[src/rtl/npcs_pkg.sv]
// ----------------------------------------------------------------------------
// npcs_pkg
// Types, constants and the level scaling table of the palette search.
// ----------------------------------------------------------------------------
package npcs_pkg;

  localparam int unsigned LEVEL_W    = 3;
  localparam int unsigned COMP_W     = 16;
  localparam int unsigned DIST_W     = 18;
  localparam int unsigned INDEX_W    = 8;
  localparam int unsigned PBITS_W    = 4;
  localparam int unsigned CFG_IDX_W  = 2;
  localparam int unsigned CFG_DATA_W = 4;

  // Configuration register indexes
  localparam logic [CFG_IDX_W-1:0] CFG_RED_MAX   = 2'd0;
  localparam logic [CFG_IDX_W-1:0] CFG_GREEN_MAX = 2'd1;
  localparam logic [CFG_IDX_W-1:0] CFG_BLUE_MAX  = 2'd2;
  localparam logic [CFG_IDX_W-1:0] CFG_PAL_BITS  = 2'd3;

  // Register reset values
  localparam logic [LEVEL_W-1:0] RED_MAX_RST   = 3'd7;
  localparam logic [LEVEL_W-1:0] GREEN_MAX_RST = 3'd7;
  localparam logic [LEVEL_W-1:0] BLUE_MAX_RST  = 3'd3;
  localparam logic [PBITS_W-1:0] PAL_BITS_RST  = 4'd8;
  localparam logic [PBITS_W-1:0] PAL_BITS_MIN  = 4'd1;
  localparam logic [PBITS_W-1:0] PAL_BITS_MAX  = 4'd8;

  // Transaction modes
  localparam logic MODE_LOAD  = 1'b0;
  localparam logic MODE_QUERY = 1'b1;

  typedef struct packed {
    logic [COMP_W-1:0] red;
    logic [COMP_W-1:0] green;
    logic [COMP_W-1:0] blue;
  } pal_rgb_t;

  typedef struct packed {
    logic               mode;
    logic [INDEX_W-1:0] entry_index;
    logic [COMP_W-1:0]  entry_red;
    logic [COMP_W-1:0]  entry_green;
    logic [COMP_W-1:0]  entry_blue;
    logic               entry_usable;
    logic [LEVEL_W-1:0] level_red;
    logic [LEVEL_W-1:0] level_green;
    logic [LEVEL_W-1:0] level_blue;
  } in_item_t;

  typedef struct packed {
    logic [INDEX_W-1:0] nearest_index;
    logic [DIST_W-1:0]  best_distance;
    logic               found;
  } out_item_t;

  // level*65535/max rounded down; max 0 acts as 1, level clamped to max
  function automatic logic [COMP_W-1:0] scale_level(input logic [LEVEL_W-1:0] level,
                                                    input logic [LEVEL_W-1:0] maxv);
    logic [LEVEL_W-1:0] m;
    logic [LEVEL_W-1:0] l;
    logic [COMP_W-1:0]  v;
    m = (maxv == 3'd0) ? 3'd1 : maxv;
    l = (level > m) ? m : level;
    case ({m, l})
      {3'd2, 3'd1}: v = 16'd32767;
      {3'd3, 3'd1}: v = 16'd21845;
      {3'd3, 3'd2}: v = 16'd43690;
      {3'd4, 3'd1}: v = 16'd16383;
      {3'd4, 3'd2}: v = 16'd32767;
      {3'd4, 3'd3}: v = 16'd49151;
      {3'd5, 3'd1}: v = 16'd13107;
      {3'd5, 3'd2}: v = 16'd26214;
      {3'd5, 3'd3}: v = 16'd39321;
      {3'd5, 3'd4}: v = 16'd52428;
      {3'd6, 3'd1}: v = 16'd10922;
      {3'd6, 3'd2}: v = 16'd21845;
      {3'd6, 3'd3}: v = 16'd32767;
      {3'd6, 3'd4}: v = 16'd43690;
      {3'd6, 3'd5}: v = 16'd54612;
      {3'd7, 3'd1}: v = 16'd9362;
      {3'd7, 3'd2}: v = 16'd18724;
      {3'd7, 3'd3}: v = 16'd28086;
      {3'd7, 3'd4}: v = 16'd37448;
      {3'd7, 3'd5}: v = 16'd46810;
      {3'd7, 3'd6}: v = 16'd56172;
      default: v = (l == m) ? 16'd65535 : 16'd0;
    endcase
    return v;
  endfunction

endpackage

[src/rtl/npcs_scan.sv]
// ----------------------------------------------------------------------------
// npcs_scan
// Scan sequencer: walks the palette one entry per cycle, computes the
// Manhattan distance and keeps the running minimum.
// ----------------------------------------------------------------------------
module npcs_scan import npcs_pkg::*; #(
  parameter int unsigned ENTRIES = 256
) (
  input  logic                       clk_i,
  input  logic                       rst_ni,
  input  logic                       start_i,
  input  pal_rgb_t                   tgt_i,
  input  logic [$clog2(ENTRIES)-1:0] last_idx_i,
  output logic                       busy_o,
  output logic                       rd_en_o,
  output logic [$clog2(ENTRIES)-1:0] rd_addr_o,
  input  pal_rgb_t                   rd_rgb_i,
  input  logic                       rd_usable_i,
  output logic                       res_valid_o,
  output out_item_t                  res_o,
  input  logic                       res_take_i
);

  localparam int unsigned IDX_W = $clog2(ENTRIES);

  localparam logic [1:0] ST_IDLE  = 2'd0;
  localparam logic [1:0] ST_SCAN  = 2'd1;
  localparam logic [1:0] ST_DRAIN = 2'd2;
  localparam logic [1:0] ST_DONE  = 2'd3;

  logic [1:0]        state_q, state_d;
  logic [IDX_W-1:0]  addr_q, last_q, idx1_q, idx2_q, best_idx_q, last_near_q;
  pal_rgb_t          tgt_q;
  logic              rd_v_q, cmp_v_q, found_q;
  logic [DIST_W-1:0] dist_d, dist_q, best_q;
  logic [COMP_W-1:0] ad_r, ad_g, ad_b;

  // Next state
  always_comb begin
    state_d = state_q;
    case (state_q)
      ST_IDLE:  if (start_i) state_d = ST_SCAN;
      ST_SCAN:  if (addr_q == last_q) state_d = ST_DRAIN;
      ST_DRAIN: if (!rd_v_q && !cmp_v_q) state_d = ST_DONE;
      ST_DONE:  if (res_take_i) state_d = ST_IDLE;
      default:  state_d = ST_IDLE;
    endcase
  end

  // Distance of the entry just read from the target
  always_comb begin
    ad_r   = (rd_rgb_i.red   > tgt_q.red)   ? rd_rgb_i.red   - tgt_q.red
                                            : tgt_q.red   - rd_rgb_i.red;
    ad_g   = (rd_rgb_i.green > tgt_q.green) ? rd_rgb_i.green - tgt_q.green
                                            : tgt_q.green - rd_rgb_i.green;
    ad_b   = (rd_rgb_i.blue  > tgt_q.blue)  ? rd_rgb_i.blue  - tgt_q.blue
                                            : tgt_q.blue  - rd_rgb_i.blue;
    dist_d = DIST_W'(ad_r) + DIST_W'(ad_g) + DIST_W'(ad_b);
  end

  // Control: state, pipeline valids, best match, last answer
  always_ff @(posedge clk_i or negedge rst_ni) begin
    if (!rst_ni) begin
      state_q     <= ST_IDLE;
      rd_v_q      <= 1'b0;
      cmp_v_q     <= 1'b0;
      found_q     <= 1'b0;
      addr_q      <= '0;
      last_near_q <= '0;
    end else begin
      state_q <= state_d;
      rd_v_q  <= (state_q == ST_SCAN);
      cmp_v_q <= rd_v_q && rd_usable_i;
      if (state_q == ST_IDLE && start_i) begin
        addr_q  <= '0;
        found_q <= 1'b0;
      end else begin
        if (state_q == ST_SCAN) begin
          addr_q <= addr_q + 1'b1;
        end
        // strict compare keeps the lowest index on ties
        if (cmp_v_q && (!found_q || dist_q < best_q)) begin
          found_q <= 1'b1;
        end
      end
      if (state_q == ST_DONE && res_take_i && found_q) begin
        last_near_q <= best_idx_q;
      end
    end
  end

  // Datapath registers
  always_ff @(posedge clk_i) begin
    if (state_q == ST_IDLE && start_i) begin
      tgt_q  <= tgt_i;
      last_q <= last_idx_i;
    end
    idx1_q <= addr_q;
    idx2_q <= idx1_q;
    dist_q <= dist_d;
    if (cmp_v_q && (!found_q || dist_q < best_q)) begin
      best_q     <= dist_q;
      best_idx_q <= idx2_q;
    end
  end

  assign busy_o      = (state_q != ST_IDLE);
  assign rd_en_o     = (state_q == ST_SCAN);
  assign rd_addr_o   = addr_q;
  assign res_valid_o = (state_q == ST_DONE);

  // No usable entry repeats the previous answer with zero distance
  always_comb begin
    res_o.found         = found_q;
    res_o.nearest_index = found_q ? INDEX_W'(best_idx_q) : INDEX_W'(last_near_q);
    res_o.best_distance = found_q ? best_q : '0;
  end

endmodule

[config.mk]
export PLATFORM = sky130hd
export DESIGN_NAME = npcs_scan
export DESIGN_NICKNAME = d
export VERILOG_FILES = /design/src/rtl/npcs_pkg.sv /design/src/rtl/npcs_scan.sv
export SDC_FILE = /design/constraint.sdc
export NUM_CORES = 1
export LEC_CHECK = 0
export ABC_AREA = 1
export BUFFER_PORTS_ARGS = -buffer_cell sky130_fd_sc_hd__buf_2
export CORE_MARGIN = 8
export CORE_UTILIZATION = 33
export CTS_BUF_LIST = sky130_fd_sc_hd__clkbuf_8
export DETAILED_ROUTE_END_ITERATION = 16
export SYNTH_ARGS = -nofsm -noshare
export SYNTH_HDL_FRONTEND = slang
export SYNTH_SLANG_ARGS = --single-unit
export TNS_END_PERCENT = 10
[constraint.sdc]
create_clock -name clk_i -period 6.66 [get_ports clk_i]
set_input_delay 0.999 -clock clk_i [delete_from_list [all_inputs] [get_ports clk_i]]
set_output_delay 0.999 -clock clk_i [all_outputs]
set_load 0.03 [all_outputs]
* Word level (Yosys, flattened, before mapping)
Cells that the tools add are included.
** Word-level totals
- Flip-flop bits (word level) :: 137
- Latch bits :: 0
- RAM bits :: 0
- Bits in read-only memories :: 0
- Input port bits :: 109
- Output and inout port bits :: 38
- Word-level logic and storage cells :: 65
- Memories :: 0
** Cells by class
- Add/sub/neg operators :: 9
- $mul :: 0
- Divide/modulo/power cells :: 0
- Magnitude comparators :: 4
- Eq/ne operators :: 8
- Shift operators :: 0
- Multiplexer cells :: 14
- Bitwise gates (word level) :: 0
- Reductions and logical operators :: 15
** Operator list (count)
- 16-bit subtractor :: 6
- 16-bit > comparator :: 3
- 16-bit 2-to-1 mux :: 3
- 8-bit 2-to-1 mux :: 3
- 17-bit by 16-bit adder with 18-bit output :: 1
- 18-bit less-than comparator :: 1
- 18-bit 2-to-1 mux :: 1
- 16-bit by 16-bit adder with 17-bit output :: 1
- 8-bit by 1-bit adder with 8-bit output, second input constant :: 1
- 8-bit equality test :: 1
- 2-bit 2-to-1 mux :: 4
- 2-bit case mux with 4 select lines :: 1
- 1-bit logical AND :: 6
- 2-bit nonzero test :: 3
- 2-bit equality test, second input constant :: 2
- 2-bit by 1-bit inequality test with 1-bit output, second input constant :: 2
- 2-bit inequality test, second input constant :: 2
- 4-bit AND reduction :: 1
- 1-bit logical NOT :: 3
- 2-bit by 1-bit equality test with 1-bit output, second input constant :: 1
- 2-bit logical NOT :: 1
- 1-bit 2-to-1 mux :: 2
- 1-bit logical OR :: 1

* Longest topological paths before layout
- Word-level depth :: 5
- Gate-level depth with buffers :: 30
- Gate-level depth less buffers :: 28

* Least setup slack after synthesis
No wires, ideal clock.
- Kind :: input -> register
- Start :: input rd_rgb_i[32] (netlist name)
- End :: register dist_q[11]
- Library setup time :: 0.120 ns
- Data arrival time :: 4.232 ns
- Data required time :: 6.540 ns
- Path slack :: 2.308 ns
- Stages :: 25
- Path buffers :: 1
- Path through :: inv_1 -> ha_1 -> fa_1 -> inv_1 -> nand3_1 -> nand3_1 -> nand2_1 -> nand2_1 -> nand2_1 -> nand2_2 -> nand2_4 -> inv_4 -> buf_6 -> o21ai_1 -> fa_1 -> inv_1 -> ha_1 -> fa_1 -> nand3_1 -> nand2_1 -> nand2_1 -> nand2_1 -> nand4_1 -> nand2_1 -> xor2_1
** Between the ends
- Longest elaborated chain between the ends :: 4
- Elaborated cells between the ends (all ways) :: 6
- Classes of those cells :: add/sub: 4; order compare: 1; mux: 1
** Ends and longest elaborated chain
- start, declared :: RTL line npcs_scan.sv:17 : input pal_rgb_t rd_rgb_i,
- 16-bit subtractor (tied with other cells) :: RTL line npcs_scan.sv:53 : : tgt_q.red - rd_rgb_i.red;
- 16-bit 2-to-1 mux * :: RTL line npcs_scan.sv:52 : ad_r = (rd_rgb_i.red > tgt_q.red) ? rd_rgb_i.red - tgt_q.red
- 16-bit by 16-bit adder with 17-bit output * :: RTL line npcs_scan.sv:58 : dist_d = DIST_W'(ad_r) + DIST_W'(ad_g) + DIST_W'(ad_b);
- 17-bit by 16-bit adder with 18-bit output * :: RTL line npcs_scan.sv:58
- net dist_d[11] :: RTL line npcs_scan.sv:35 : logic [DIST_W-1:0] dist_d, dist_q, best_q;
- end signal, assigned :: RTL line npcs_scan.sv:100 : dist_q <= dist_d;
- end, declared :: RTL line npcs_scan.sv:35
The timed path passes the listed nets; every way through them passes the cells marked *.
A chain may end at the register's enable or synchronous reset.

* Worst setup path after layout
Same ends and word-level chain as after synthesis.

==> flow_metrics.tcl <==
set metrics [dict create \
    outcome "completed" \
    post_cts_buffers 0 \
    cellPowerDensity_nw_per_um2 436 \
    yosys.area.top_type "edfxtp_1" \
    final_util 0.373 \
    start_util 0.332 \
    routabilityCongestion 0.857 \
    synthTopCellsByCount "nand2_1, inv_1, ha_1, nand3_1, a21oi_1" \
    fin_crit_ps 4290 \
    cts-root-buf "clkbuf_8" \
    drt_iter0_drc 514 \
    worst_slack_ps 2370 \
    port_buffers 146 \
    area_delta_synth_final_pct 12.4 \
    num_antenna_cells 0 \
    overflow 0 \
    path_common_cell "nand2_1" \
    start_kind "input pin" \
    syn-num-nets 2076 \
    drv_cap 0 \
    synth_top_area_frac 0.199 \
    grt_max_degree 46 \
    async_flop_share 0.153 \
    critPathCaptureType "flop" \
    die_width_um 210 \
    cts_sinks 137 \
    critPathSlowestCell "fa_1" \
    clk_latency_ps 490 \
    syn_area_per_cell_um2 6.82 \
    die_area_um2 43900 \
    cp.required_ps 7040 \
    r2r_start "tgt_q[32]$_DFFE_PP_" \
    hold_end "idx2_q[0]$_DFF_P_" \
    power_leakage_uw 0.00803 \
    regArea_um2 3670 \
    grt_use_total 0.148 \
    slowest_delay_ps 540 \
    rows 71 \
    worstPathArrival_ps 4670 \
    place_area_um2 13500 \
    antenna_found_initial 2 \
    ioPinCount 147 \
    cts_buffer_depth 2 \
    drt_wl_total_um 32100 \
    tightest_slew_ps 716 \
    period_share 0.644 \
    synthCells 1813 \
    synth_area_um2 12400 \
    critical_path_buf_inv_count 5 \
    min-delay-start "idx1_q[0]$_DFF_P_" \
    drtPass1Iterations 5 \
    first_global_vias 10815 \
    final_layout_size_suffix_gt1_frac 0.112 \
    synth_cell_type_count 36 \
    cts_hold_buf 0 \
    slew_headroom 0.523 \
    slew_viol_final 0 \
    synth-warning-count 0 \
    drc_errors 0 \
    crit_type "in2reg" \
    vias_per_cell 4.46 \
    cts_resized 0 \
    pre_cts_ws_ps 1910 \
    grt_setup_unrepaired "no" \
    grt_pass1_wl_um 52600 \
    synth_most_common_cell "nand2_1" \
    cp_top_family "adder cells" \
    setup_viol 0 \
    die_h_um 210 \
    fin_nets 2208 \
    design_area_um2 13900 \
    dpl.hpwl_um 26900 \
    min_path_type "reg2reg" \
    r2r_cells 23 \
    wl_per_cell_um 13.2 \
    cts_buffers 17 \
    finalSetupTns_ps 0 \
    cts_max_level 4 \
    synthFlopType "edfxtp_1" \
    cts_tree "built" \
    fmax_ghz 0.233 \
    clk_pin_slew_worst_paths_ps 90 \
    rrSetupSlack_ps 2580 \
    holdPathStages 0 \
    multi_input_area_um2 6970 \
    synth.area.top_cells "edfxtp_1, nand2_1, ha_1" \
    hold_violations 0 \
    vias 10847 \
    total_power_uw 6070 \
    finClkSkew_ps 16.1 \
    regToRegEndpoint "dist_q[11]$_DFF_P_" \
    crit_path_max_fanout 17 \
    vdd_drop_max_mv 0.338 \
    synth_seq_cells 137 \
    ant_nets 0 \
    yosysSeqAreaShare 0.297 \
    design.core.area_um2 37300 \
    synth_edf_count 82 \
    fillers 4012 \
]
==> placed cells by master (no fill, tap or decap), types with 9 or more instances in the layout <==
cell,Yosys,final
nand2_1,642,642
inv_1,399,398
buf_2,11,146
ha_1,131,131
nand3_1,89,89
a21oi_1,88,87
nor2_1,83,83
edfxtp_1,82,82
xor2_1,48,48
o21ai_0,43,43
dfxtp_1,34,34
fa_1,23,23
dfrtp_1,21,21
clkbuf_8,0,18
nand4_1,16,16
nor3_1,13,13
nand2_2,9,9
xnor2_1,9,9
==> area by class of cell <==
class / instances / area share
multi-input combinational: 1236 / 0.501
sequential: 137 / 0.264
inverter: 405 / 0.110
timing repair buffer: 148 / 0.0536
tap: 474 / 0.0426
clock buffer: 18 / 0.0178
clock inverter: 14 / 0.0109
==> power breakdown <==
part           internal, uW  leakage (uW)  total (uW)  switching, uW
clock network           322      0.000206         720            398
registers              1220       0.00131        1370            150
logic                  1370       0.00651        3980           2610
==> flip-flops by register name (all words and copies together), names as in the netlist, 2 cells and up <==
| name | count |
|---|---|
| best_idx_q | 8 |
| rd_addr_o | 8 |
| best_q | 18 |
| idx1_q | 8 |
| tgt_q | 48 |
| idx2_q | 8 |
| state_q | 2 |
| dist_q | 18 |
| last_near_q | 8 |
| last_q | 8 |
==> per-layer routing <==
metal  vias to the layer above  part of all wire  global-route usage
li1                       5773                 -                   -
met4                         4             0.019              0.0503
met3                        43             0.043              0.0285
met5                         -           0.00059                   0
met1                      4825              0.47               0.185
met2                       202              0.47               0.253
==> through the flow <==
stage                     cells  hold slack (ps)
after floorplan            1813              310
after detailed placement   2400              312
after global placement     2400              310
after CTS                  2432              326
after global routing       2432              337
final                      2432              326
==> kinds of logic after synthesis <==
| logic type | after synthesis | synth area share |
|---|---|---|
| simple gates | 873 | 0.289 |
| buf+inv | 440 | 0.140 |
| compound gates | 152 | 0.0647 |
| fa+ha+maj | 154 | 0.170 |
| flops | 137 | 0.297 |
| xor+xnor | 57 | 0.0404 |
==> worst register-to-register path: cells and delay by family (launching register included) <==
kind,cells,cell delay [ps]
buffers and inverters,3,280
AOI/OAI and AO/OA,1,110
xor gates and xnor gates,1,140
DFF,1,420
and+or+nand+nor,13,1210
adders and majority gates,5,1820
==> how the worst max path moves through the flow <==
stage	startpoint	endpoint	slack, ps	cells past startpoint
floorplan	rd_rgb_i[32]	dist_q[11]$_DFF_P_	2310	25
global placement	rd_rgb_i[32]	dist_q[11]$_DFF_P_	1940	25
detailed placement	rd_rgb_i[32]	dist_q[11]$_DFF_P_	1910	25
CTS	rd_rgb_i[32]	dist_q[11]$_DFF_P_	2440	25
global route	rd_rgb_i[32]	dist_q[11]$_DFF_P_	2110	25
finish	rd_rgb_i[32]	dist_q[11]$_DFF_P_	2370	25
(Power assumes the default switching activity.)
